## config.mk

```make
export PLATFORM = sky130hd
export DESIGN_NAME = etit_out_stage
export DESIGN_NICKNAME = d
export VERILOG_FILES = /design/src/rtl/core/etit_pkg.sv /design/src/rtl/core/etit_out_stage.sv
export SDC_FILE = /design/constraint.sdc
export NUM_CORES = 1
export LEC_CHECK = 0
export BUFFER_PORTS_ARGS = -buffer_cell sky130_fd_sc_hd__buf_4
export CAP_MARGIN = 20
export CORE_ASPECT_RATIO = 1.4
export CORE_MARGIN = 5
export CORE_UTILIZATION = 50
export CTS_CLUSTER_SIZE = 28
export DETAILED_ROUTE_END_ITERATION = 10
export PLACE_DENSITY_LB_ADDON = 0.25
export SLEW_MARGIN = 40
export SYNTH_ARGS = -nofsm -noshare
export SYNTH_HDL_FRONTEND = slang
export SYNTH_SLANG_ARGS = --single-unit
```

## constraint.sdc

```tcl
create_clock -name clk_i -period 7.6 [get_ports clk_i]
set_input_delay 0 -clock clk_i [delete_from_list [all_inputs] [get_ports clk_i]]
set_output_delay 0 -clock clk_i [all_outputs]
set_load 0.03 [all_outputs]
```

## src/rtl/core/etit_pkg.sv

```systemverilog
// Shared types, codes and constants of the edge-triggered interval timer.
package etit_pkg;

  localparam int unsigned LimitW   = 29;
  localparam int unsigned SecW     = 19;
  localparam int unsigned NowW     = 32;
  localparam int unsigned SampleW  = 32;
  localparam int unsigned ModeW    = 3;
  localparam int unsigned CfgIdxW  = 3;
  localparam int unsigned CfgDataW = 32;

  // A trigger sample is high when strictly above this level (signed compare).
  localparam logic signed [SampleW-1:0] HighThreshold = 32'sd500;

  // ms -> s: shift out the factor 8, then multiply by ceil(2^33 / 125).
  localparam int unsigned DivPreShift = 3;
  localparam int unsigned DivInW      = LimitW - DivPreShift;
  localparam int unsigned DivMulW     = 27;
  localparam logic [DivMulW-1:0] DivMul = 27'd68719477;
  localparam int unsigned DivShift    = 33;
  localparam int unsigned DivProdW    = DivInW + DivMulW;
  localparam int unsigned DivQuotW    = DivProdW - DivShift;
  localparam logic [SecW-1:0] SecMax  = {SecW{1'b1}};

  typedef enum logic [ModeW-1:0] {
    MODE_TICK  = 3'd0,
    MODE_START = 3'd1,
    MODE_STOP  = 3'd2,
    MODE_RESET = 3'd3,
    MODE_ARM   = 3'd4
  } mode_e;

  typedef enum logic [1:0] {
    EDGE_RISE  = 2'd0,
    EDGE_FALL  = 2'd1,
    EDGE_BOTH  = 2'd2,
    EDGE_LEVEL = 2'd3
  } edge_sel_e;

  typedef enum logic [CfgIdxW-1:0] {
    CFG_LIMIT_MS     = 3'd0,
    CFG_COUNT_DOWN   = 3'd1,
    CFG_START_EDGE   = 3'd2,
    CFG_STOP_EDGE    = 3'd3,
    CFG_START_ENABLE = 3'd4,
    CFG_STOP_ENABLE  = 3'd5
  } cfg_idx_e;

  typedef struct packed {
    logic [ModeW-1:0]          mode;
    logic [NowW-1:0]           now_ms;
    logic signed [SampleW-1:0] start_sample;
    logic signed [SampleW-1:0] stop_sample;
  } in_item_t;

  typedef struct packed {
    logic [LimitW-1:0] elapsed_out;
    logic [SecW-1:0]   secs_out;
    logic              running_out;
    logic              expired_out;
    logic              status;
  } out_item_t;

  typedef struct packed {
    logic [LimitW-1:0] time_limit;
    logic              count_down;
    edge_sel_e         start_sel;
    edge_sel_e         stop_sel;
    logic              start_enable;
    logic              stop_enable;
  } cfg_t;

  typedef struct packed {
    logic [LimitW-1:0] elapsed;
    logic              running;
    logic              expired;
    logic              status;
  } core_res_t;

endpackage

```

## src/rtl/core/etit_out_stage.sv

```systemverilog
// Result register: whole-second conversion and output transaction payload.
module etit_out_stage
  import etit_pkg::*;
(
  input  logic      clk_i,
  input  logic      load_i,
  input  core_res_t res_i,
  output out_item_t item_o
);

  logic [DivInW-1:0]   div_in;
  logic [DivProdW-1:0] div_prod;
  logic [DivQuotW-1:0] quot;
  logic [SecW-1:0]     secs;
  out_item_t           item_q;

  // x / 1000 == (x / 8) / 125; the reciprocal is exact over the 26-bit range.
  assign div_in   = res_i.elapsed[LimitW-1:DivPreShift];
  assign div_prod = DivProdW'(div_in) * DivProdW'(DivMul);
  assign quot     = div_prod[DivProdW-1:DivShift];

  // Saturate where the quotient leaves the seconds field.
  assign secs = (quot > DivQuotW'(SecMax)) ? SecMax : quot[SecW-1:0];

  always_ff @(posedge clk_i) begin
    if (load_i) begin
      item_q.elapsed_out <= res_i.elapsed;
      item_q.secs_out    <= secs;
      item_q.running_out <= res_i.running;
      item_q.expired_out <= res_i.expired;
      item_q.status      <= res_i.status;
    end
  end

  assign item_o = item_q;

endmodule

```

==> results of run 1 <==
==> cell usage in the layout (no fill, tap or decap), types with 2 or more instances in the layout <==
cell             n
and4_1           2
a211o_1          3
a311o_1          2
nand2_1         33
o221ai_1         6
inv_1          397
buf_4           85
o31ai_1          3
o211ai_1         7
and3_1           8
xnor2_1          9
nand3_1         18
o2111ai_1        3
nand4_1          8
dlygate4sd3_1   11
a2111oi_0        2
a41oi_1          3
o21ai_0         19
nor2_1          25
a21o_1          16
ha_1           268
nor2b_1          3
o21bai_1        10
or2_2            3
o211ai_2        10
nor3_1           7
edfxtp_1        51
a31oi_1          3
a21oi_1         46
fa_1           212
o21a_1           9
clkinv_1         3
a211oi_1         8
clkbuf_16        5
==> area by class of cell <==
| class | count | area, um2 |
|---|---|---|
| Fill cell | 2238 | 10880 |
| Multi-Input combinational cell | 773 | 9454 |
| Sequential cell | 51 | 1531 |
| Inverter | 399 | 1498 |
| Timing Repair Buffer | 96 | 748.2 |
| Tap cell | 315 | 394.1 |
| Clock buffer | 5 | 125.1 |
| Clock inverter | 3 | 38.79 |
==> worst max path at each step <==
stage / slack (ps) / endpoint / from / cells after the start
detailed placement: 890 / item_o[18]$_SDFFCE_PN1P_ / res_i[21] / 24
finish: 890 / item_o[18]$_SDFFCE_PN1P_ / res_i[16] / 25
global placement: 980 / item_o[19]$_SDFFCE_PN1P_ / res_i[18] / 21
global route: 610 / item_o[18]$_SDFFCE_PN1P_ / res_i[16] / 23
floorplan: 1640 / item_o[20]$_SDFFCE_PN1P_ / res_i[17] / 20
CTS: 930 / item_o[18]$_SDFFCE_PN1P_ / res_i[16] / 25
==> logic make-up after synthesis <==
| logic type | after synthesis | synth area share, % |
|---|---|---|
| buf+inv | 409 | 12.38 |
| xor+xnor | 10 | 0.6987 |
| fa+ha+maj | 480 | 60.60 |
| simple gates | 118 | 4.661 |
| compound gates | 164 | 9.371 |
| mux | 1 | 0.07984 |
| flops | 51 | 12.22 |
==> through the flow <==
| stage | utilization [%] | instances | worst slack, ps | cell area, um2 |
|---|---|---|---|---|
| after floorplan | - | 1233 | 1641 | 12540 |
| after global placement | 54.78 | 1623 | 980.2 | 13520 |
| after detailed placement | 54.78 | 1623 | 887.4 | 13520 |
| after CTS | 55.89 | 1642 | 931.7 | 13790 |
| after global routing | 55.89 | 1642 | 605.7 | 13790 |
| final | 55.89 | 1642 | 891.8 | 13790 |
==> what timing repair did <==
| action | 4_1_cts | 5_1_grt |
|---|---|---|
| hold buffers | 11 | 0 |
| hold endpoints to repair | 11 | 0 |
| buffers inserted | 0 | 0 |
==> layer usage <==
metal	share of wire, %	track usage, %	up-vias
met3	3.0	1.962	74
li1	-	-	4129
met2	55	45.94	193
met4	5.2	11.44	0
met5	0	0	-
met1	37	27.50	4418
==> results.yml, run 1 <==
clock_network:
  clk_path_buf_depth: 2
  clk_pin_slew_worst_paths_ps: 80
  cts_buffers: 5
  h-tree-depth: 2
  cts_resized: 0
  cts.sinks: 51
  cts-root-buf: "clkbuf_16"
  cts_tree: "yes"
sta:
  relSlewSlack_pct: 49.48
  final.setup.tns_ps: 0
  fmax_ghz: 0.1491
  holdWs_ps: 19.94
  fin_crit_sh_pct: 88.27
  rsz0062_at_grt: "false"
  min_period_ps: 6708
  setup_violations: 0
  drv_slew: 0
  hold_viol_final: 0
  tightest_slew_ps: 757.8
floorplanning:
  core_mm2: 0.02467
  num_rows: 68
  initial_core_util_pct: 50.81
  dieArea_mm2: 0.02839
  io_pins: 85
  die_h_um: 197.4
  fp.dieW_um: 143.8
synthesis:
  syn_area_per_cell_um2: 10.17
  syn-num-nets: 1747
  synth.most_common_cell: "inv_1"
  synth_edf_count: 51
  synth_seq_cells: 51
  synthTopCellsByCount: "inv_1 (397), ha_1 (268), fa_1 (212)"
  synthArstFlopShare_pct: 0
  ys_warn_count: 0
  synthCells: 1233
  seq_area_frac_synth_pct: 12.22
  synth_top_cell_by_area: "fa_1"
  synth_top_cell_area_share_pct: 33.85
  synthDistinctLibCells: 61
  synth.area.top_cells: "fa_1 (34%), ha_1 (27%), edfxtp_1 (12%)"
  syn_area_mm2: 0.01254
  ys.flop_type: "edfxtp_1"
placed_design:
  dpl.hpwl_um: 28180
  gp_congestion: 0.9779
  io_buffers: 84
setup_path:
  slowest_stage: "fa_1"
  path_class: "in -> reg"
  crit_arrival_ps: 6720
  critical_path_buf_inv_count: 9
  cp_max_fo: 19
  crit_required_ps: 7610
  worst_setup_path_start_kind: "input port"
  end_kind: "flop"
  slowest_delay_ps: 570
  path_delay_family: "adder cells"
grt:
  antenna_found_initial: 0
  gr-total-overflow: 0
  grt_usage_pct: 24.44
  grt_pass1_wl_um: 52410
  grt_max_degree: 52
  grt_pass1_vias: 9920
layout:
  syn_to_final_growth_pct: 9.990
  largest_reg_flops: 51
  fin_nets: 1840
  insertedDiodeCount: 0
  layout-drive-gt1-share_pct: 8.440
route:
  ant_nets: 0
  drc_errors: 0
  routed_wirelength_um: 32320
  wl_per_cell_um: 19.68
  vias: 8814
  viasPerCell: 5.368
  first_pass_iters: 7
  drtIter0Drc: 432
worst_hold_path:
  hold_depth: 1
  hp-start: "res_i[6]"
  hold_path.class: "in -> reg"
  min_to: "item_o[25]$_DFFE_PP_"
outcome:
  status: "complete, no violations"
job:
  cap_violations: 0
Power of run 1 is left out: the tool's default activity adds up to more than one toggle a clock period on the data nets, which glitch-free logic cannot reach.
==> run 2, diff against run 1 <==
- CORE_MARGIN: 5 -> 1.5
==> run 2 against run 1 <==
Against the previous run: the flow now finishes with violations (negative hold slack); global-route usage up 2.2 points; utilization down 0.081 points; final area down 0.15%; maximum frequency down 2.9%; non-clock buffer count up 1; hold slack worse by 21 ps; clock-buffer cell count unchanged; sequential share of layout area about the same; die area down 8.2%; first-iteration DRC count down 8.8%; flip-flop and latch count unchanged.
==> results.yml, run 2 (same netlist as run 1, synthesis figures left out) <==
grt:
  grt_pass1_wl_um: 51380
  grt_max_degree: 52
  grt_usage_pct: 26.62
  gr-total-overflow: 0
  antenna_found_initial: 0
  grt_pass1_vias: 9965
route:
  drtIter0Drc: 394
  routed_wirelength_um: 31660
  drc_errors: 0
  vias: 8844
  ant_nets: 0
  viasPerCell: 5.386
  first_pass_iters: 5
  wl_per_cell_um: 19.28
layout:
  final_common_cell: "inv_1"
  largest_reg_flops: 51
  layout-drive-gt1-share_pct: 8.365
  stdcell_count: 1642
  fin_nets: 1841
  final_cell_mix: "inv_1 (397), ha_1 (268), fa_1 (212)"
  syn_to_final_growth_pct: 9.831
  insertedDiodeCount: 0
setup_path:
  path_class: "in -> reg"
  end_kind: "flop"
  critical_path_buf_inv_count: 9
  crit_arrival_ps: 6950
  worst_setup_path_start_kind: "input port"
  slowest_stage: "fa_1"
  crit_required_ps: 7640
  slowest_delay_ps: 560
  cp_max_fo: 19
  path_delay_family: "adder cells"
job:
  cap_violations: 0
clock_network:
  cts-root-buf: "clkbuf_16"
  post_cts_buffers: 0
  clk_pin_slew_worst_paths_ps: 80
  cts.sinks: 51
  cts_buffers: 5
  clk_path_buf_depth: 2
  h-tree-depth: 2
  cts_tree: "yes"
worst_hold_path:
  hold_path.class: "in -> reg"
floorplanning:
  core_mm2: 0.02467
  dieArea_mm2: 0.02605
  fp.dieW_um: 136.8
  initial_core_util_pct: 50.81
  die_h_um: 190.4
  io_pins: 85
  num_rows: 68
sta:
  holdWs_ps: -1.245
  fin_crit_sh_pct: 90.95
  final.setup.tns_ps: 0
  hold_viol_final: 1
  rsz0062_at_grt: "false"
  relSlewSlack_pct: 51.82
  drv_slew: 0
  fmax_ghz: 0.1447
  min_period_ps: 6912
  tightest_slew_ps: 722.7
  setup_violations: 0
placed_design:
  io_buffers: 84
  place.detailed.instances: 1623
  dpl.hpwl_um: 27570
  gp_congestion: 0.9401
outcome:
  violations: "negative hold slack"
  status: "finished with violations"
-- run 2: cell count changes in the layout (fill, tap and decap cells not counted), sizes merged --
cell / delta
dlygate4sd3: +1
bufinv: -1
-- run 2: path summary, 6_finish.rpt --
path,cells past startpoint,endpoint,start
max,25,item_o[8]$_SDFFCE_PN1P_,res_i[21]
min,1,item_o[27]$_DFFE_PP_,res_i[8]
-- run 2: per-layer routing --
layer | vias up | routed length, um | global-route usage (%)
met5 | - | 0 | 0
met4 | 0 | 2275 | 16.92
met3 | 105 | 1125 | 2.578
met2 | 259 | 16780 | 48.98
met1 | 4360 | 11480 | 28.73
li1 | 4120 | - | -
-- run 2: cell type report --
type / instances / area (um2)
clock buffer: 5 / 125.1
timing repair buffer: 97 / 758.2
inverter: 399 / 1498
tap: 315 / 394.1
clock inverter: 2 / 8.758
fill: 2244 / 10900
multi-input combinational: 773 / 9454
sequential: 51 / 1531
-- run 2: repair_timing --
item | in CTS | in global routing
hold endpoints to repair | 12 | 0
gates resized for setup | 0 | 0
hold buffers | 12 | 0
-- run 2: per-stage QoR --
step / hold WS [ps] / area [um2] / setup WS, ps / utilization [%]
2_1_floorplan: 98.87 / 12540 / 1641 / -
3_3_place_gp: 178.3 / 13520 / 1005 / 54.78
3_5_place_dp: 179.9 / 13520 / 939.6 / 54.78
4_1_cts: 0.5839 / 13770 / 718.7 / 55.81
5_1_grt: 10.82 / 13770 / 267.8 / 55.81
6_report: -1.245 / 13770 / 688.0 / 55.81
Power of run 2 is left out for the same reason.
