--- config.mk ---
export PLATFORM = sky130hd
export DESIGN_NAME = etit_core
export DESIGN_NICKNAME = d
export VERILOG_FILES = /design/src/rtl/core/etit_pkg.sv /design/src/rtl/core/etit_core.sv
export SDC_FILE = /design/constraint.sdc
export NUM_CORES = 1
export LEC_CHECK = 0
export BUFFER_PORTS_ARGS = -buffer_cell sky130_fd_sc_hd__buf_2
export CELL_PAD_IN_SITES_DETAIL_PLACEMENT = 0
export CELL_PAD_IN_SITES_GLOBAL_PLACEMENT = 1
export CORE_ASPECT_RATIO = 1.75
export CORE_UTILIZATION = 46
export CTS_BUF_LIST = sky130_fd_sc_hd__clkbuf_2
export CTS_CLUSTER_DIAMETER = 80
export DETAILED_ROUTE_END_ITERATION = 7
export HOLD_SLACK_MARGIN = 0.08
export PLACE_DENSITY_LB_ADDON = 0.3
export SYNTH_ARGS = -nofsm -noshare
export SYNTH_HDL_FRONTEND = slang
export SYNTH_SLANG_ARGS = --single-unit
--- constraint.sdc ---
create_clock -name clk_i -period 14.11 [get_ports clk_i]
set_input_delay 0 -clock clk_i [delete_from_list [all_inputs] [get_ports clk_i]]
set_output_delay 0 -clock clk_i [all_outputs]
set_load 0.02 [all_outputs]
--- src/rtl/core/etit_pkg.sv ---
// Shared types, codes and constants of the edge-triggered interval timer.
package etit_pkg;

  localparam int unsigned LimitW   = 29;
  localparam int unsigned SecW     = 19;
  localparam int unsigned NowW     = 32;
  localparam int unsigned SampleW  = 32;
  localparam int unsigned ModeW    = 3;
  localparam int unsigned CfgIdxW  = 3;
  localparam int unsigned CfgDataW = 32;

  // A trigger sample is high when strictly above this level (signed compare).
  localparam logic signed [SampleW-1:0] HighThreshold = 32'sd500;

  // ms -> s: shift out the factor 8, then multiply by ceil(2^33 / 125).
  localparam int unsigned DivPreShift = 3;
  localparam int unsigned DivInW      = LimitW - DivPreShift;
  localparam int unsigned DivMulW     = 27;
  localparam logic [DivMulW-1:0] DivMul = 27'd68719477;
  localparam int unsigned DivShift    = 33;
  localparam int unsigned DivProdW    = DivInW + DivMulW;
  localparam int unsigned DivQuotW    = DivProdW - DivShift;
  localparam logic [SecW-1:0] SecMax  = {SecW{1'b1}};

  typedef enum logic [ModeW-1:0] {
    MODE_TICK  = 3'd0,
    MODE_START = 3'd1,
    MODE_STOP  = 3'd2,
    MODE_RESET = 3'd3,
    MODE_ARM   = 3'd4
  } mode_e;

  typedef enum logic [1:0] {
    EDGE_RISE  = 2'd0,
    EDGE_FALL  = 2'd1,
    EDGE_BOTH  = 2'd2,
    EDGE_LEVEL = 2'd3
  } edge_sel_e;

  typedef enum logic [CfgIdxW-1:0] {
    CFG_LIMIT_MS     = 3'd0,
    CFG_COUNT_DOWN   = 3'd1,
    CFG_START_EDGE   = 3'd2,
    CFG_STOP_EDGE    = 3'd3,
    CFG_START_ENABLE = 3'd4,
    CFG_STOP_ENABLE  = 3'd5
  } cfg_idx_e;

  typedef struct packed {
    logic [ModeW-1:0]          mode;
    logic [NowW-1:0]           now_ms;
    logic signed [SampleW-1:0] start_sample;
    logic signed [SampleW-1:0] stop_sample;
  } in_item_t;

  typedef struct packed {
    logic [LimitW-1:0] elapsed_out;
    logic [SecW-1:0]   secs_out;
    logic              running_out;
    logic              expired_out;
    logic              status;
  } out_item_t;

  typedef struct packed {
    logic [LimitW-1:0] time_limit;
    logic              count_down;
    edge_sel_e         start_sel;
    edge_sel_e         stop_sel;
    logic              start_enable;
    logic              stop_enable;
  } cfg_t;

  typedef struct packed {
    logic [LimitW-1:0] elapsed;
    logic              running;
    logic              expired;
    logic              status;
  } core_res_t;

endpackage

--- src/rtl/core/etit_core.sv ---
// Timer state and per-transaction update: triggers, commands, delta and expiry.
module etit_core
  import etit_pkg::*;
(
  input  logic      clk_i,
  input  logic      rst_ni,
  input  logic      adv_i,
  input  in_item_t  item_i,
  input  cfg_t      cfg_i,
  output core_res_t res_o
);

  logic              running_q, running_d;
  logic              expired_q, expired_d;
  logic [LimitW-1:0] elapsed_q, elapsed_d;
  logic [NowW-1:0]   start_time_q, start_time_d;
  logic              prev_start_q, prev_start_d;
  logic              prev_stop_q, prev_stop_d;
  logic              status_q, status_d;

  logic              start_lvl, stop_lvl;
  logic              tick_start_hit;
  logic [NowW-1:0]   start_ref;
  logic [NowW-1:0]   delta;
  logic              delta_expired;
  logic [LimitW-1:0] begin_elapsed;

  function automatic logic trigger_hit(logic prev, logic curr, edge_sel_e sel);
    logic hit;
    case (sel)
      EDGE_RISE:  hit = !prev && curr;
      EDGE_FALL:  hit = prev && !curr;
      EDGE_BOTH:  hit = prev != curr;
      EDGE_LEVEL: hit = curr;
      default:    hit = curr;
    endcase
    return hit;
  endfunction

  assign start_lvl = item_i.start_sample > HighThreshold;
  assign stop_lvl  = item_i.stop_sample > HighThreshold;

  assign tick_start_hit = !running_q && cfg_i.start_enable
                          && trigger_hit(prev_start_q, start_lvl, cfg_i.start_sel);

  // A start on this tick measures from now, so delta is zero.
  assign start_ref     = tick_start_hit ? item_i.now_ms : start_time_q;
  assign delta         = item_i.now_ms - start_ref;
  assign delta_expired = delta >= NowW'(cfg_i.time_limit);
  assign begin_elapsed = cfg_i.count_down ? cfg_i.time_limit : '0;

  always_comb begin
    running_d    = running_q;
    expired_d    = expired_q;
    elapsed_d    = elapsed_q;
    start_time_d = start_time_q;
    prev_start_d = prev_start_q;
    prev_stop_d  = prev_stop_q;
    status_d     = 1'b0;

    case (item_i.mode)
      MODE_TICK: begin
        if (!running_q && cfg_i.start_enable) begin
          prev_start_d = start_lvl;
        end
        if (running_q || tick_start_hit) begin
          start_time_d = start_ref;
          if (delta_expired) begin
            elapsed_d = cfg_i.count_down ? '0 : cfg_i.time_limit;
            expired_d = 1'b1;
            running_d = 1'b0;
          end else begin
            elapsed_d = cfg_i.count_down ? cfg_i.time_limit - delta[LimitW-1:0]
                                         : delta[LimitW-1:0];
            expired_d = tick_start_hit ? 1'b0 : expired_q;
            running_d = 1'b1;
            if (cfg_i.stop_enable) begin
              if (trigger_hit(prev_stop_q, stop_lvl, cfg_i.stop_sel)) begin
                running_d = 1'b0;
              end
              prev_stop_d = stop_lvl;
            end
          end
        end
      end
      MODE_START: begin
        if (running_q) begin
          status_d = 1'b1;
        end else begin
          running_d    = 1'b1;
          expired_d    = 1'b0;
          start_time_d = item_i.now_ms;
          elapsed_d    = begin_elapsed;
        end
      end
      MODE_STOP: begin
        if (!running_q) begin
          status_d = 1'b1;
        end else begin
          running_d = 1'b0;
        end
      end
      MODE_RESET: begin
        running_d    = 1'b0;
        expired_d    = 1'b0;
        elapsed_d    = '0;
        start_time_d = '0;
      end
      MODE_ARM: begin
        running_d    = 1'b0;
        expired_d    = 1'b0;
        elapsed_d    = '0;
        start_time_d = '0;
        if (cfg_i.start_enable) begin
          prev_start_d = start_lvl;
        end
        if (cfg_i.stop_enable) begin
          prev_stop_d = stop_lvl;
        end
      end
      default: begin
        status_d = 1'b1;
      end
    endcase
  end

  always_ff @(posedge clk_i or negedge rst_ni) begin
    if (!rst_ni) begin
      running_q    <= 1'b0;
      expired_q    <= 1'b0;
      elapsed_q    <= '0;
      start_time_q <= '0;
      prev_start_q <= 1'b0;
      prev_stop_q  <= 1'b0;
      status_q     <= 1'b0;
    end else if (adv_i) begin
      running_q    <= running_d;
      expired_q    <= expired_d;
      elapsed_q    <= elapsed_d;
      start_time_q <= start_time_d;
      prev_start_q <= prev_start_d;
      prev_stop_q  <= prev_stop_d;
      status_q     <= status_d;
    end
  end

  assign res_o.elapsed = elapsed_q;
  assign res_o.running = running_q;
  assign res_o.expired = expired_q;
  assign res_o.status  = status_q;

endmodule

==> qor.yml, run 1 <==
run_status: "finished, final reports clean"
cap_violations: 0
max_stage_delay_ns: 0.65
cts_post_setup_buffers_inserted: 0
place_congestion: 0.907
ctsHtreeMaxLevel: 3
crit_fanout: 28
timing.hold.worst.class: "input pin to asynchronous set/reset pin"
grt_antenna_before_repair: 1
numPortBuffers: 169
timing.reg2reg.worst_path_depth: 32
clkTransAtPathRegs_ns: 0.19
syn2layout_area_growth_pct: 24.2
clk-insertion-delay-late_ns: 0.57
critical_path.top_delay_family: "buffers and inverters"
sequential_cell_area_sq_um: 1650
timing_hold_violations_final: 0
synth_seq_cells: 66
setup_slack_of_the_most_critical_reg_to_reg_path_ns: 5.31
dp_hpwl_um: 16600
post_route_cells_drive_above_1_share: 0.191
final.min_clock_period_ns: 9.44
timing.clock.skew_ns: 0.0234
asyncSetResetFlopFracSynth: 1.00
max-slew-margin-rel: 0.383
placement.setup.worst_slack_ns: 5.56
synthDistinctLibCells: 75
final.period_utilization: 0.669
cts-root-buf: "clkbuf_2"
total_leakage_power_nw: 5.06
vias_per_cell: 5.57
setup_total_negative_slack_ns: 0
syn_avg_cell_area_sq_um: 8.42
required_ns: 14.57
num-nets-final: 1381
tritoncts: "built"
critical_path_arrival_ns: 9.90
cts_max_path_buffers: 2
die_width_um: 100
postRouteWirelength_um: 21800
nFillCells: 1600
setup_repair_after_global_routing_missed_its_margin: "false"
synth-edff-count: 0
vdd_drop_max_v: 0.0000444
post_drt_wl_per_cell_um: 15.8
ys_warn_count: 0
slew_viol_final: 0
seq_area_frac_synth: 0.212
dpl-instance-area_sq_um: 8830
setup.worst_path.start_class: "input pin"
initial_utilization: 0.472
mappedNetlistArea_sq_um: 7790
drtIter0Drc: 273
finalWorstSetupSlack_ns: 4.67
global_route_wire_length_before_repair_um: 35600
die_h_um: 174
tritoncts.num_buffers: 9
via_count_of_the_first_global_routing_pass: 7602
fin_area_sq_um: 9680
grt_start_max_net_pins: 67
worst_hold_slack_ns: 0.114
antenna_left: 0
design.die.area_sq_um: 17500
fmaxAchievable_mhz: 106
overflow: 0
routed-via-count: 7692
multi_input_area_sq_um: 5690
setup_violations: 0
postSynth.topFlopCell: "dfrtp_1"
critical-path-slowest-cell: "or4_1"
fp.coreArea_sq_um: 16500
worst-setup-path-type: "input pin to register"
post_synth_inst_count: 926
power_density_nw_per_um2: 146
remaining_drc_errors: 0
worst-path-buf-inv: 9
timing.critical_path.depth: 39
track_usage: 0.255
ios: 170
synth_nets: 1154
firstDrtPassIters: 4
clock_sink_count: 66
element_type_at_the_critical_path_end: "register"
placementRows: 62
tightest_slew_ns: 0.926
[metrics by stage]
stage          power (mW)   util  cells
3_5_place_dp         1.30  0.534   1288
6_report             1.41  0.586   1382
3_3_place_gp         1.29  0.534   1288
4_1_cts              1.42  0.586   1381
2_1_floorplan        1.06      -    926
5_1_grt              1.55  0.586   1382
[cells by family after synthesis]
family / count (synthesis) / share of synthesized area
compound gates: 304 / 0.287
xor+xnor: 51 / 0.0573
buf+inv: 121 / 0.0626
mux: 47 / 0.0631
fa+ha+maj: 90 / 0.145
flops: 66 / 0.212
simple gates: 247 / 0.173
[registers in the layout (all words and copies together) (netlist names)]
signal	cells
elapsed_q	29
expired_q	1
prev_start_q	1
prev_stop_q	1
running_q	1
start_time_q	32
status_q	1
[cells in the final DEF, fill, tap and decap left out, drive strengths merged, types with 6 or more instances in the layout]
cell type / count
a21oi: 51
nand2: 63
o2111ai: 6
and3: 11
ha: 89
nor4: 19
nor2: 37
nor3: 18
inv: 82
o21a: 8
a22o: 45
o21bai: 11
o21ai: 49
and2: 16
a31oi: 13
nand2b: 13
a21boi: 6
clkbuf: 9
dlygate4sd3: 78
xor2: 22
clkinv: 6
xnor2: 29
nand3: 16
mux2i: 42
dfrtp: 66
nand4: 12
a21o: 41
a221o: 19
or3: 7
nor2b: 21
buf: 177
a211oi: 12
[path summary, 6_finish.rpt]
check | endpoint | from
setup reg to reg | expired_q | prev_start_q
min in group clk_i | elapsed_q[5] | cfg_i[12]
hold reg to reg | start_time_q[17] | start_time_q[17]
max in group asynchronous | elapsed_q[14] | rst_ni
hold / removal | elapsed_q[5] | rst_ni
setup / recovery | expired_q | item_i[63]
[final cells by class]
cell class,count,area share
diodes,1,0.000258
clock buffers,9,0.00465
clock inverters,6,0.00258
inverters,82,0.0318
multi-input cells,739,0.587
flip-flops and latches,66,0.171
well taps,224,0.0289
repair buffers,255,0.174
[worst reg2reg max path: cells and delay by family, from the launching register on]
kind                     cells  cell delay (ns)
multiplexers                 1             0.31
XOR/XNOR                     1             0.27
flip-flops                   1             0.45
buffers and inverters        5             1.75
AND/OR/NAND/NOR             11             2.78
adder cells (fa/ha/maj)      4             1.14
AO/OA/AOI/OAI               10             1.99
[report_power, final]
group          switching, mW  total, mW  leakage, nW  internal (mW)
Clock                 0.0772     0.0965       0.0515         0.0194
Combinational          0.593       1.05         4.14          0.461
Sequential            0.0282      0.264        0.866          0.236
[layer usage]
layer,vias to the layer above,part of all wire,global-route usage
met2,174,0.53,0.477
met1,3624,0.43,0.297
met4,0,0.018,0.0845
met5,-,0,0
met3,23,0.028,0.0241
li1,3871,-,-
[synthesized netlist by cell type, types with 3 or more instances]
library cell	instances	area share
a211oi_1	10	0.0096
a21boi_0	6	0.0058
a21o_1	41	0.039
a21oi_1	51	0.033
a221o_1	19	0.024
a22o_1	45	0.051
a311oi_1	3	0.0034
a31o_2	3	0.0034
a31oi_1	12	0.0096
and2_1	16	0.013
and3_1	11	0.0088
buf_1	3	0.0014
buf_2	3	0.0019
buf_4	4	0.0039
clkbuf_1	27	0.013
dfrtp_1	66	0.21
ha_1	89	0.14
inv_1	82	0.039
mux2i_1	42	0.054
nand2_1	63	0.030
nand2b_1	13	0.010
nand3_1	16	0.010
nand4_1	12	0.0096
nor2_1	37	0.018
nor2b_1	21	0.017
nor3_1	16	0.010
nor4_1	14	0.011
nor4_4	3	0.0082
o2111a_1	3	0.0043
o2111ai_1	6	0.0067
o211a_1	4	0.0051
o21a_1	8	0.0077
o21ai_0	48	0.031
o21bai_1	11	0.011
o22ai_1	4	0.0032
or2_2	3	0.0024
or3_1	7	0.0056
xnor2_1	29	0.033
xor2_1	22	0.025
[timing repair]
item,4_1_cts,5_1_grt
resized for setup,0,0
hold endpoints to repair,132,0
hold buffers,78,0
(Power assumes the default switching activity.)
==> run 2, diff against run 1 <==
Settings changed: CORE_UTILIZATION 46 to 42.
Clock period 14.11 ns to 9.6 ns, I/O delays scaled along.
==> run 2 against run 1 <==
  * Critical path depth shrank 10
  * Setup slack worse by 3.0 ns
  * Wire length grew 2.1%
  * Via count grew 1.0%
  * First-iteration DRC count increased by 34%
  * Clock power up 42%
  * Design area increased by 0.65%
  * Sequential share of layout area fell by 0.11 points
  * Clock skew grew 0.0062 ns
  * Combinational power grew 50%
==> qor.yml, run 2 (synthesis gave the netlist of run 1 again) <==
tightest_slew_ns: 0.919  # was 0.926 ns
detailroute.wirelength.met2_um: 11700  # was 11500 um
post_drt_wl_per_cell_um: 15.9  # was 15.8 um
highest_count_cells_in_the_layout_ignoring_fill_and_taps: "169 x buf_2, 89 x ha_1, 83 x dlygate4sd3_1"  # was 169 x buf_2, 89 x ha_1, 82 x inv_1
timing.clock.skew_ns: 0.0296  # was 0.0234 ns
required_ns: 10.13  # was 14.57 ns
worstReg2RegEnd: "prev_stop_q"  # was expired_q
ios: 170  # unchanged
total_leakage_power_nw: 5.08  # was 5.06 nW
multi_input_area_sq_um: 5690  # unchanged
nFillCells: 1832  # was 1600
timing.critical_path.from: "prev_start_q"  # was item_i[63]
timing.hold.worst.class: "input pin to asynchronous set/reset pin"  # unchanged
die_width_um: 105  # was 100 um
power_density_nw_per_um2: 215  # was 146 nW/um^2
setup_violations: 0  # unchanged
max_stage_delay_ns: 0.61  # was 0.65 ns
via_count_of_the_first_global_routing_pass: 7824  # was 7602
total_power_mw: 2.10  # was 1.41 mW
cap_violations: 0  # unchanged
sequential_cell_area_sq_um: 1650  # unchanged
die_h_um: 182  # was 174 um
antenna_left: 0  # unchanged
worst-setup-path-type: "register to register"  # was input pin to register
postRouteWirelength_um: 22300  # was 21800 um
mostFrequentLayoutCell: "buf_2"  # unchanged
element_type_at_the_critical_path_end: "register"  # unchanged
clk-insertion-delay-late_ns: 0.58  # was 0.57 ns
finalNonFillerCells: 1397  # was 1382
syn2layout_area_growth_pct: 25.0  # was 24.2%
met3RoutedLength_um: 794  # was 612 um
largest_reg_flops: 32  # unchanged
fmaxAchievable_mhz: 126
timing.reg2reg.worst_path_depth: 29  # was 32
routed-via-count: 7772  # was 7692
initial_utilization: 0.430  # was 0.472
regs_by_ff_count: "start_time_q x32, elapsed_q x29"  # unchanged
critical-path-slowest-cell: "or4_1"  # unchanged
crit_fanout: 25  # was 28
firstDrtPassIters: 7  # was 4
tritoncts: "built"  # unchanged
critPathCapture: "prev_stop_q"  # was expired_q
cts-root-buf: "clkbuf_2"  # unchanged
setup_repair_after_global_routing_missed_its_margin: "false"  # unchanged
top_signal_layer_used: "met4"  # unchanged
setup_total_negative_slack_ns: 0  # unchanged
numPortBuffers: 169  # unchanged
dpl-instance-area_sq_um: 8840  # was 8830 sq um
launch_instance_of_the_worst_register_to_register_path: "prev_start_q"  # unchanged
dp_hpwl_um: 17400  # was 16600 um
critical_path_arrival_ns: 8.44  # was 9.90 ns
overflow: 0  # unchanged
vdd_drop_max_v: 0.0000774  # was 0.0000444 V
run_status: "finished, final reports clean"  # unchanged
placementRows: 65  # was 62
num-nets-final: 1386  # was 1381
numPlacedInstances: 1298  # was 1288
global_route_wire_length_before_repair_um: 36400  # was 35600 um
setup_slack_of_the_most_critical_reg_to_reg_path_ns: 1.69  # was 5.31 ns
setup.worst_path.start_class: "register"  # was input pin
final.min_clock_period_ns: 7.91
tritoncts.num_buffers: 9  # unchanged
grt_antenna_before_repair: 1  # unchanged
cts_max_path_buffers: 2  # unchanged
clock_sink_count: 66  # unchanged
remaining_drc_errors: 0  # unchanged
fp.coreArea_sq_um: 18100  # was 16500 sq um
clkTransAtPathRegs_ns: 0.20  # was 0.19 ns
final.period_utilization: 0.824
track_usage: 0.236  # was 0.255
vias_per_cell: 5.56  # was 5.57
slew_viol_final: 0  # unchanged
max-slew-margin-rel: 0.385  # was 0.383
post_route_cells_drive_above_1_share: 0.190  # was 0.191
grt_start_max_net_pins: 67  # unchanged
cts_post_setup_buffers_inserted: 0  # unchanged
design.die.area_sq_um: 19100  # was 17500 sq um
largest_register: "start_time_q"  # unchanged
place_congestion: 0.897  # was 0.907
cts_repair_resize_count: 0  # unchanged
ctsHtreeMaxLevel: 3  # unchanged
drtIter0Drc: 366  # was 273
fin_area_sq_um: 9750  # was 9680 sq um
m1WireLength_um: 9410  # was 9350 um
timing_hold_violations_final: 0  # unchanged
-- run 2: cell types whose count changed in the layout (fill, tap and decap cells not counted), sizes merged --
cell	change
dlygate4sd3	+5
-- run 2: worst min-delay path by stage --
stage,from,end,slack [ns],cells past startpoint
final,rst_ni,elapsed_q[2],0.12,3
after global routing,cfg_i[13],elapsed_q[6],0.15,3
after CTS,rst_ni,elapsed_q[2],0.12,3
after detailed placement,cfg_i[12],elapsed_q[5],0.25,2
after global placement,cfg_i[22],elapsed_q[15],0.24,2
after floorplan,rst_ni,elapsed_q[0],-0.30,0
-- run 2: critical path: cells and delay by family (launching register included) --
| family | cells | cell delay, ns |
|---|---|---|
| compound gates | 6 | 1.49 |
| xor+xnor | 1 | 0.28 |
| fa+ha+maj | 3 | 1.07 |
| buf+inv | 3 | 1.06 |
| flops | 1 | 0.44 |
| mux | 3 | 0.46 |
| simple gates | 13 | 3.04 |
-- run 2: cell type report --
class,instances,area share
tap,234,0.0300
inverter,82,0.0316
antenna,1,0.000257
timing repair buffer,260,0.178
clock inverter,6,0.00257
sequential,66,0.169
multi-input combinational,739,0.583
clock buffer,9,0.00462
-- run 2: per-stage QoR --
stage                util  hold WS (ns)  setup slack (ns)
floorplan               -        -0.296              2.02
global placement    0.488         0.240              1.55
detailed placement  0.488         0.246              1.48
CTS                 0.537         0.121              1.63
global route        0.537         0.146              1.16
finish              0.537         0.121              1.69
-- run 2: metal layers --
metal	track usage	up-vias
met5	0	-
met4	0.0704	0
met3	0.0321	27
met2	0.458	186
met1	0.262	3673
li1	-	3886
-- run 2: timing repair --
action                                  CTS  global route
hold buffers                             83             0
endpoints found under the setup margin    0             0
hold endpoints to repair                132             0
-- run 2: power by group --
group	leakage [nW]	switching, mW	internal [mW]
clock	0.0515	0.108	0.0285
combinational	4.17	0.890	0.683
sequential	0.866	0.0417	0.346
total	5.08	1.04	1.06
