## src/rtl/core/etit_pkg.sv

```systemverilog
// Shared types, codes and constants of the edge-triggered interval timer.
package etit_pkg;

  localparam int unsigned LimitW   = 29;
  localparam int unsigned SecW     = 19;
  localparam int unsigned NowW     = 32;
  localparam int unsigned SampleW  = 32;
  localparam int unsigned ModeW    = 3;
  localparam int unsigned CfgIdxW  = 3;
  localparam int unsigned CfgDataW = 32;

  // A trigger sample is high when strictly above this level (signed compare).
  localparam logic signed [SampleW-1:0] HighThreshold = 32'sd500;

  // ms -> s: shift out the factor 8, then multiply by ceil(2^33 / 125).
  localparam int unsigned DivPreShift = 3;
  localparam int unsigned DivInW      = LimitW - DivPreShift;
  localparam int unsigned DivMulW     = 27;
  localparam logic [DivMulW-1:0] DivMul = 27'd68719477;
  localparam int unsigned DivShift    = 33;
  localparam int unsigned DivProdW    = DivInW + DivMulW;
  localparam int unsigned DivQuotW    = DivProdW - DivShift;
  localparam logic [SecW-1:0] SecMax  = {SecW{1'b1}};

  typedef enum logic [ModeW-1:0] {
    MODE_TICK  = 3'd0,
    MODE_START = 3'd1,
    MODE_STOP  = 3'd2,
    MODE_RESET = 3'd3,
    MODE_ARM   = 3'd4
  } mode_e;

  typedef enum logic [1:0] {
    EDGE_RISE  = 2'd0,
    EDGE_FALL  = 2'd1,
    EDGE_BOTH  = 2'd2,
    EDGE_LEVEL = 2'd3
  } edge_sel_e;

  typedef enum logic [CfgIdxW-1:0] {
    CFG_LIMIT_MS     = 3'd0,
    CFG_COUNT_DOWN   = 3'd1,
    CFG_START_EDGE   = 3'd2,
    CFG_STOP_EDGE    = 3'd3,
    CFG_START_ENABLE = 3'd4,
    CFG_STOP_ENABLE  = 3'd5
  } cfg_idx_e;

  typedef struct packed {
    logic [ModeW-1:0]          mode;
    logic [NowW-1:0]           now_ms;
    logic signed [SampleW-1:0] start_sample;
    logic signed [SampleW-1:0] stop_sample;
  } in_item_t;

  typedef struct packed {
    logic [LimitW-1:0] elapsed_out;
    logic [SecW-1:0]   secs_out;
    logic              running_out;
    logic              expired_out;
    logic              status;
  } out_item_t;

  typedef struct packed {
    logic [LimitW-1:0] time_limit;
    logic              count_down;
    edge_sel_e         start_sel;
    edge_sel_e         stop_sel;
    logic              start_enable;
    logic              stop_enable;
  } cfg_t;

  typedef struct packed {
    logic [LimitW-1:0] elapsed;
    logic              running;
    logic              expired;
    logic              status;
  } core_res_t;

endpackage

```

## src/rtl/core/etit_cfg_regs.sv

```systemverilog
// Configuration register file of the interval timer.
module etit_cfg_regs
  import etit_pkg::*;
(
  input  logic                clk_i,
  input  logic                rst_ni,
  input  logic                cfg_valid_i,
  output logic                cfg_ready_o,
  input  logic [CfgIdxW-1:0]  cfg_index_i,
  input  logic [CfgDataW-1:0] cfg_data_i,
  output cfg_t                cfg_o
);

  cfg_t cfg_q;

  assign cfg_ready_o = 1'b1;
  assign cfg_o       = cfg_q;

  always_ff @(posedge clk_i or negedge rst_ni) begin
    if (!rst_ni) begin
      cfg_q.time_limit   <= '0;
      cfg_q.count_down   <= 1'b0;
      cfg_q.start_sel    <= EDGE_RISE;
      cfg_q.stop_sel     <= EDGE_RISE;
      cfg_q.start_enable <= 1'b0;
      cfg_q.stop_enable  <= 1'b0;
    end else if (cfg_valid_i) begin
      case (cfg_index_i)
        CFG_LIMIT_MS:     cfg_q.time_limit   <= cfg_data_i[LimitW-1:0];
        CFG_COUNT_DOWN:   cfg_q.count_down   <= cfg_data_i[0];
        CFG_START_EDGE:   cfg_q.start_sel    <= edge_sel_e'(cfg_data_i[1:0]);
        CFG_STOP_EDGE:    cfg_q.stop_sel     <= edge_sel_e'(cfg_data_i[1:0]);
        CFG_START_ENABLE: cfg_q.start_enable <= cfg_data_i[0];
        CFG_STOP_ENABLE:  cfg_q.stop_enable  <= cfg_data_i[0];
        default: ;
      endcase
    end
  end

endmodule

```

## config.mk

```make
export PLATFORM = sky130hd
export DESIGN_NAME = etit_cfg_regs
export DESIGN_NICKNAME = d
export VERILOG_FILES = /design/src/rtl/core/etit_pkg.sv /design/src/rtl/core/etit_cfg_regs.sv
export SDC_FILE = /design/constraint.sdc
export NUM_CORES = 1
export LEC_CHECK = 0
export BUFFER_PORTS_ARGS = -buffer_cell sky130_fd_sc_hd__buf_2
export CORE_ASPECT_RATIO = 0.7
export CORE_MARGIN = 8
export CORE_UTILIZATION = 44
export DETAILED_ROUTE_END_ITERATION = 16
export PLACE_DENSITY = 0.86
export SLEW_MARGIN = 30
export SYNTH_ARGS = -nofsm -noshare
export SYNTH_HDL_FRONTEND = slang
export SYNTH_SLANG_ARGS = --single-unit
```

## constraint.sdc

```tcl
create_clock -name clk_i -period 1.03 [get_ports clk_i]
set_clock_uncertainty 0.1 [all_clocks]
set_input_delay 0.0515 -clock clk_i [delete_from_list [all_inputs] [get_ports clk_i]]
set_output_delay 0.0515 -clock clk_i [all_outputs]
set_load 0.05 [all_outputs]
```

==> results of run 1 <==
where the power goes:
part,total (W),switching [W],internal [W]
clock,0.00102,0.000473,0.000543
sequential,0.00200,0.000249,0.00175
combinational,0.00258,0.00149,0.00109
placed cells by master (no fill, tap or decap), types with 5 or more instances in the layout:
cell           count
mux2_2            14
buf_4              5
buf_6             38
buf_2             33
dfrtp_1           20
clkbuf_8           6
mux2_4            22
dfrtp_2           16
dlygate4sd3_1     30
metal layers:
layer | vias up | track usage, % | part of all wire [%]
li1 | 521 | - | -
met1 | 561 | 18.1 | 43
met2 | 52 | 22.1 | 47
met3 | 4 | 9.31 | 10
met4 | 0 | 4.64 | 0.62
met5 | - | 0 | 0
logic make-up (layout without fill, tap and decap cells):
logic type    after synthesis  count (layout)  share of synthesized area, %
other cells                 1               1                         0.256
mux                        36              36                          29.9
buf+inv                     4             118                          3.16
simple gates                6               6                          5.20
flops                      36              36                          61.4
final cells by class:
type	instances	area (µm²)
Multi-Input combinational cell	43	568
Clock buffer	7	86.3
Tap cell	38	47.5
Fill cell	169	518
Timing Repair Buffer	110	1020
Sequential cell	36	921
Clock inverter	1	7.51
per-stage QoR:
step | total power [W] | instance area (µm²)
after global placement | 0.00391 | 1910
after floorplan | 0.00341 | 1490
after CTS | 0.00540 | 2460
final | 0.00560 | 2650
after detailed placement | 0.00396 | 1910
after global routing | 0.00584 | 2650
path summary, 6_finish.rpt:
kind / to / cells after the start
min in group clk_i: cfg_o[6]$_DFFE_PN0P_ / 4
worst min register to register: cfg_o[27]$_DFFE_PN0P_ / 1
max in group asynchronous: cfg_o[26]$_DFFE_PN0P_ / 3
worst min-delay path: cfg_o[3]$_DFFE_PN0P_ / 2
worst max-delay path: cfg_o[10]$_DFFE_PN0P_ / 5
worst max register to register: cfg_o[31]$_DFFE_PN0P_ / 1
timing repair:
| action | in CTS | in global routing |
|---|---|---|
| hold buffers | 30 | 0 |
| hold endpoints to repair | 70 | 0 |
| endpoints found under the setup margin | 54 | 46 |
| gates cloned | 0 | 3 |
| resized for setup | 52 | 34 |
| pin swaps | 0 | 1 |
| setup buffers | 0 | 1 |
==> run_results.csv, run 1 <==
group,metric,value,unit
route,drt-total-wl,4.34,mm
die,die_y,64.3,µm
clock_network,cts_tree,"built",
die,core-area,3170,µm²
timing,drv_slew,0,
route,vias,1138,
layout,fin_cells,235,
timing,rsz0062_at_grt,"true",
worst_setup_path,slowest_stage,"mux2_2",
layout,drive_gt1_share,72.1,%
worst_setup_path,critPathKind,"input port to register",
yosys,ys.flop_type,"dfrtp_1",
global_route,antenna_found_initial,0,
die,die_area,5470,µm²
route,postRouteAntennaNets,0,
route,drtIter0Drc,32,
power_and_ir_drop,leakage,1.24,nW
worst_setup_path,crit_fanout,7,
timing,setup_viol,6,
route,dr.pass1.iters,2,
die,io-pin-count,75,
worst_setup_path,path_buf_inv,3,
global_route,grt_start_max_net_pins,30,
yosys,synth_seq_cells,36,
clock_network,cts_sinks,36,
yosys,synth_top_cell_area_share,61.4,%
status,violations,"negative setup slack",
status,outcome,"finished with violations",
layout,nets,234,
yosys,synthDistinctLibCells,12,
timing,hold_viol,0,
worst_setup_path,slowest_delay,0.33,ns
place,place_congestion,0.829,
worst_setup_path,cp_data_required_time,1.09,ns
global_route,gr-total-overflow,0,
timing,fin_crit_sh,101,%
place,io_buffers,70,
yosys,synth_area,1470,µm²
layout,largest_reg_flops,36,
global_route,globalRouteTotalUtil,15.2,%
worst_setup_path,path_delay_family,"buffers and inverters",
worst_setup_path,path_cells,"buf_2 > nor4b_4 > buf_6 > clkbuf_16 > mux2_2",
yosys,yosysTopAreaCell,"dfrtp_1",
yosys,yosysWarnings,0,
clock_network,clkTransAtPathRegs,0.07,ns
worst_setup_path,startpoint_type,"input port",
yosys,synthCells,83,
route,wl_per_cell,18.5,µm
layout,syn_to_final_growth,80.8,%
die,start_util,46.3,%
place,dp_hpwl,2.59,mm
timing,fin_ws,-0.0116,ns
yosys,synth-edff-count,0,
die,die_w,85,µm
worst_setup_path,crit_path_start,"cfg_index_i[0]",
clock_network,cts_made_buffers,5,
yosys,synth_nets,121,
die,rows,17,
timing,min_period,1.04,ns
clock_network,cts_root_buf,"clkbuf_8",
route,drc,0,
power_and_ir_drop,power_density,2110,nW/µm²
yosys,synth_area_per_cell,17.7,µm²
timing,finalHoldWorstSlack,0.125,ns
yosys,ys_seq_area_share,61.4,%
power_and_ir_drop,peakVddDrop,1.16,mV
place,pre_cts_slack,-0.320,ns
run,drv_cap,0,
worst_setup_path,timing.rr.start,"cfg_o[31]$_DFFE_PN0P_",
clock_network,cts_max_level,2,
hold_path,hp-class,"input port to async pin",
layout,fin_util,83.7,%
place,post-place-cells,193,
yosys,synth_area_leaders,"dfrtp_1 (61%), mux2_2 (20%), mux2_4 (9.2%), and4bb_2 (1.7%), nor4b_4 (1.6%)",
yosys,synthArstFlopShare,100,%
worst_setup_path,worstPathArrival,1.11,ns
global_route,grt_pass1_vias,1292,
worst_setup_path,reg2reg_slack,0.12,ns
clock_network,clk_path_buf_depth,2,
yosys,synthTopCellsByCount,"dfrtp_1 (36), mux2_2 (26), mux2_4 (9)",
timing,fin_tns_setup,-0.0361,ns
layout,num_antenna_cells,0,
global_route,grt_pass1_wl,6.58,mm
clock_network,clk_latency,0.28,ns
yosys,synth_most_common_cell,"dfrtp_1",
timing,max_freq,0.960,GHz
route,vias_per_cell,4.84,
worst_setup_path,crit_path_end_kind,"register",
No activity file was read; power rests on OpenSTA's default activity.
==> inputs of run 2 (changes only) <==
CORE_UTILIZATION = 40   (was 44)
GPL_TIMING_DRIVEN = 0   (was not set)
PLACE_DENSITY = 0.83   (was 0.86)
clock period = 0.9 ns   (was 1.03 ns; I/O delays follow)
==> run 2 against run 1 <==
  * The run ends with negative hold slack, negative setup slack left
  * Power up 14%
  * Clock power increased by 12%
  * First-iteration DRC count decreased by 28%
  * Via count rose by 0.44%
==> run_results.csv, run 2 (synthesized netlist as in run 1, its figures left out) <==
group,metric,value,unit
timing,min_period,1.10,ns
layout,nFillCells,222,
clock_network,cts_root_buf,"clkbuf_8",
timing,worstMarginPinSlew,0.760,ns
timing,fin_ws,-0.199,ns
clock_network,cts_made_buffers,5,
timing,rsz0062_at_grt,"true",
clock_network,clkTransAtPathRegs,0.07,ns
layout,layout.cells.most_common,"buf_6",
route,wl_per_cell,17.7,µm
place,io_buffers,70,
power_and_ir_drop,power,0.00638,W
die,io-pin-count,75,
worst_setup_path,startpoint_type,"input port",
layout,layout_common_cells,"buf_6 (38), buf_2 (31), dlygate4sd3_1 (28), mux2_4 (20), dfrtp_1 (20)",
layout,num_antenna_cells,0,
die,die_y,66.7,µm
worst_setup_path,critPathKind,"input port to register",
clock_network,cts_max_level,2,
die,die_area,5890,µm²
worst_setup_path,path_cells,"buf_8 > nor4b_4 > buf_6 > buf_12 > buf_12 > mux2_4",
timing,hold_viol,41,
layout,nets,236,
worst_setup_path,worst_path_most_repeated_cell,"buf_12",
worst_setup_path,crit_path_end_kind,"register",
worst_setup_path,r2r_end,"cfg_o[4]$_DFFE_PN0P_",
global_route,grt_start_max_net_pins,37,
worst_setup_path,cp_data_required_time,0.96,ns
global_route,grt_pass1_wl,6.93,mm
timing,fin_tns_setup,-6.78,ns
die,die_w,88.4,µm
status,outcome,"finished with violations",
die,core-area,3510,µm²
timing,relSlewSlack,49.3,%
power_and_ir_drop,peakVddDrop,1.66,mV
clock_network,clk_latency,0.28,ns
route,drtIter0Drc,23,
timing,finalHoldWorstSlack,-0.271,ns
die,rows,18,
worst_setup_path,worstPathArrival,1.16,ns
layout,register_area,921,µm²
die,start_util,41.7,%
layout,drive_gt1_share,73.4,%
status,violations,"negative hold slack, negative setup slack",
clock_network,cts_hold_buf,28,
route,drt-total-wl,4.42,mm
worst_setup_path,r2r_cells,1,
route,drc,0,
power_and_ir_drop,power_density,2390,nW/µm²
worst_setup_path,slowest_stage,"nor4b_4",
hold_path,hp-class,"input port to async pin",
timing,drv_slew,0,
layout,syn_to_final_growth,82.3,%
route,vias,1143,
global_route,grt_pass1_vias,1344,
power_and_ir_drop,leakage,1.25,nW
run,drv_cap,0,
worst_setup_path,crit_fanout,6,
layout,largest_reg_flops,36,
global_route,globalRouteTotalUtil,15.8,%
worst_setup_path,slowest_delay,0.31,ns
place,place_congestion,0.678,
timing,setup_viol,66,
route,postRouteAntennaNets,0,
clock_network,cts_tree,"built",
timing,max_freq,0.910,GHz
global_route,antenna_found_initial,0,
worst_setup_path,timing.rr.start,"cfg_o[4]$_DFFE_PN0P_",
place,dp_hpwl,2.70,mm
worst_setup_path,reg2reg_slack,-0.02,ns
layout,multi_input_area,567,µm²
route,vias_per_cell,4.59,
route,dr.pass1.iters,4,
global_route,gr-total-overflow,0,
clock_network,clk_path_buf_depth,2,
timing,fin_crit_sh,122,%
clock_network,cts_sinks,36,
-- run 2: routing by layer --
layer | vias to the layer above | part of all wire, % | global-route usage [%]
li1 | 524 | - | -
met3 | 7 | 9.4 | 7.49
met2 | 46 | 51 | 27.0
met4 | 0 | 0.93 | 4.61
met1 | 566 | 38 | 17.0
met5 | - | 0 | 0
-- run 2: cell type report --
| class | count | area share (%) |
|---|---|---|
| Timing Repair Buffer | 108 | 36.9 |
| Sequential cell | 36 | 34.4 |
| Multi-Input combinational cell | 43 | 21.2 |
| Clock buffer | 8 | 3.37 |
| Tap cell | 50 | 2.34 |
| Buffer | 4 | 1.73 |
-- run 2: critical path, delay by kind of cell --
kind          cells  cell delay [ns]
buf+inv           4             0.49
simple gates      1             0.31
mux               1             0.30
-- run 2: where the power goes --
group	leakage [nW]	internal, W	total [W]	switching [W]
Combinational	0.793	0.00124	0.00295	0.00171
Clock	0.0455	0.000623	0.00114	0.000515
Sequential	0.415	0.00201	0.00229	0.000283
-- run 2: through the flow --
stage                     std cells  instance area [µm²]  worst slack (ns)  utilization [%]  hold slack (ns)
final                           249                 2670            -0.199             76.1           -0.271
after global placement          203                 1910            -0.478             54.5           0.0428
after global routing            249                 2670            -0.239             76.1           -0.199
after CTS                       250                 2680            -0.177             76.3           -0.233
after floorplan                  83                 1500            -0.262                -           -0.351
after detailed placement        203                 1910            -0.501             54.5           0.0740
-- run 2: worst max-delay path by stage --
| stage | start | to | slack (ns) | cells past startpoint |
|---|---|---|---|---|
| floorplan | cfg_index_i[2] | cfg_o[13]$_DFFE_PN0P_ | -0.26 | 4 |
| global placement | cfg_index_i[2] | cfg_o[18]$_DFFE_PN0P_ | -0.48 | 5 |
| detailed placement | cfg_index_i[2] | cfg_o[18]$_DFFE_PN0P_ | -0.50 | 5 |
| CTS | cfg_index_i[1] | cfg_o[18]$_DFFE_PN0P_ | -0.18 | 6 |
| global route | cfg_index_i[2] | cfg_o[18]$_DFFE_PN0P_ | -0.24 | 6 |
| finish | cfg_index_i[1] | cfg_o[18]$_DFFE_PN0P_ | -0.20 | 6 |
-- run 2: repair_timing --
action	in CTS	in global routing
pin swaps	1	0
setup buffers	10	1
hold endpoints to repair	72	41
gates resized for setup	82	4
endpoints found under the setup margin	65	71
cloned	1	0
==> inputs of run 3 (changes only) <==
CORE_UTILIZATION = 35   (was 40)
PLACE_DENSITY = 0.75   (was 0.83)
==> run 3 against run 2 <==
  * The run still ends with negative hold slack, negative setup slack left
  * Sequential cell count did not move
  * Clock power rose by 20%
  * Cell count fell by 0.40%
  * Largest cell class unchanged
  * Register-to-register slack about the same
  * Maximum frequency up 1.8%
  * Non-clock buffer count fell by 4
  * Critical endpoint is now cfg_o[17]$_DFFE_PN0P_
==> run_results.csv, run 3 (synthesized netlist as in run 1, its figures left out) <==
group,metric,value,unit
status,outcome,"finished with violations",
status,violations,"negative hold slack, negative setup slack",
run,drv_cap,0,
timing,rsz0062_at_grt,"true",
global_route,grt_start_max_net_pins,37,
worst_setup_path,startpoint_type,"input port",
worst_setup_path,critPathKind,"input port to register",
timing,finalHoldWorstSlack,-0.255,ns
worst_setup_path,cp_data_required_time,0.96,ns
route,dr.pass1.iters,4,
die,core-area,3970,µm²
die,io-pin-count,75,
timing,setup_viol,65,
route,drtIter0Drc,36,
worst_setup_path,timing.rr.start,"cfg_o[9]$_DFFE_PN0P_",
global_route,grt-busiest-layer,"met2",
worst_setup_path,crit_fanout,5,
clock_network,cts_hold_buf,27,
worst_setup_path,r2r_cells,1,
layout,final_cell_area,2720,µm²
power_and_ir_drop,peakVddDrop,1.65,mV
route,wl_per_cell,17.9,µm
global_route,grt_pass1_wl,7.31,mm
route,vias,1120,
global_route,grt_util_met3,5.23,%
place,dpl_cell_area,1920,µm²
timing,drv_slew,0,
power_and_ir_drop,power,0.00666,W
worst_setup_path,reg2reg_slack,-0.01,ns
layout,syn_to_final_growth,85.5,%
timing,hold_viol,42,
timing,worstMarginPinSlew,0.780,ns
clock_network,cts_root_buf,"clkbuf_8",
place,place_congestion,0.743,
die,die_area,6550,µm²
layout,largest_reg_flops,36,
global_route,met1_usage,14.7,%
clock_network,cts_sinks,36,
die,start_util,36.9,%
clock_network,cts_tree,"built",
die,die_y,70.2,µm
power_and_ir_drop,power_density,2450,nW/µm²
timing,min_period,1.08,ns
timing,relSlewSlack,48.0,%
clock_network,clk_latency,0.28,ns
global_route,met2_usage,25.0,%
layout,nets,232,
clock_network,clkTransAtPathRegs,0.07,ns
die,rows,19,
route,vias_per_cell,4.52,
route,postRouteAntennaNets,0,
clock_network,cts_made_buffers,5,
clock_network,cts_max_level,2,
place,io_buffers,70,
global_route,gr-total-overflow,0,
place,dp_hpwl,2.69,mm
clock_network,clk_path_buf_depth,2,
timing,fin_ws,-0.180,ns
die,die_w,93.4,µm
layout,layout.cells.most_common,"buf_6",
global_route,antenna_found_initial,1,
route,drt-total-wl,4.43,mm
worst_setup_path,r2r_end,"cfg_o[9]$_DFFE_PN0P_",
hold_path,hp-class,"input port to async pin",
worst_setup_path,worstPathArrival,1.14,ns
place,pre_cts_slack,-0.514,ns
timing,fin_crit_sh,120,%
layout,drive_gt1_share,73.3,%
route,drc,0,
worst_setup_path,crit_path_end_kind,"register",
layout,layout_common_cells,"buf_6 (39), buf_2 (32), mux2_4 (31), dlygate4sd3_1 (27), dfrtp_1 (20)",
timing,max_freq,0.926,GHz
global_route,grt_pass1_vias,1403,
power_and_ir_drop,leakage,1.28,nW
global_route,globalRouteTotalUtil,14.1,%
layout,fin_util,68.5,%
## run 3: changes by cell type in the layout (fill, tap and decap cells not counted), sizes merged
cell | previous run | this run
buf | 84 | 81
bufinv | 0 | 1
clkbuf | 8 | 6
clkinv | 0 | 1
diode | 0 | 1
dlygate4sd3 | 28 | 27
## run 3: worst max-delay path: stages
cell and delay, ns:
buf_8 0.10, nor4b_4 0.30, buf_6 0.17, buf_12 0.11, buf_12 0.11, mux2_4 0.30
## run 3: timing repair
item	CTS	global route
setup endpoints to repair	65	69
hold endpoints to repair	70	42
buffers inserted	7	0
pin swaps	1	0
gates resized for setup	99	1
gates cloned	2	0
## run 3: cell type report
cell class | count | area (µm²)
clock inverters | 2 | 35.0
plain buffers | 3 | 38.8
flip-flops and latches | 36 | 921
diodes | 1 | 2.50
well taps | 52 | 65.1
repair buffers | 105 | 983
multi-input cells | 43 | 602
fillers | 268 | 1250
clock buffers | 6 | 72.6
## run 3: per-stage QoR
stage	setup TNS [ns]	std cells
detailed placement	-14.00	205
CTS	-6.68	248
global placement	-12.77	205
global route	-8.98	248
finish	-6.32	248
floorplan	-6.66	83
## run 3: layer usage
metal / vias up / share of wire [%]
met1: 553 / 37
met5: - / 0
met3: 6 / 8.2
met2: 48 / 53
met4: 0 / 1.9
li1: 513 / -
## run 3: how the worst max path moves through the flow
stage,slack [ns],to,startpoint,cells past startpoint
5_1_grt,-0.24,cfg_o[13]$_DFFE_PN0P_,cfg_index_i[1],6
2_1_floorplan,-0.26,cfg_o[13]$_DFFE_PN0P_,cfg_index_i[2],4
4_1_cts,-0.17,cfg_o[22]$_DFFE_PN0P_,cfg_index_i[1],6
3_5_place_dp,-0.51,cfg_o[18]$_DFFE_PN0P_,cfg_index_i[2],5
3_3_place_gp,-0.47,cfg_o[16]$_DFFE_PN0P_,cfg_index_i[2],5
6_report,-0.18,cfg_o[17]$_DFFE_PN0P_,cfg_index_i[1],6
## run 3: report_power, final
part           internal [W]  switching (W)
registers           0.00201       0.000286
clock network      0.000822       0.000546
logic               0.00130        0.00171
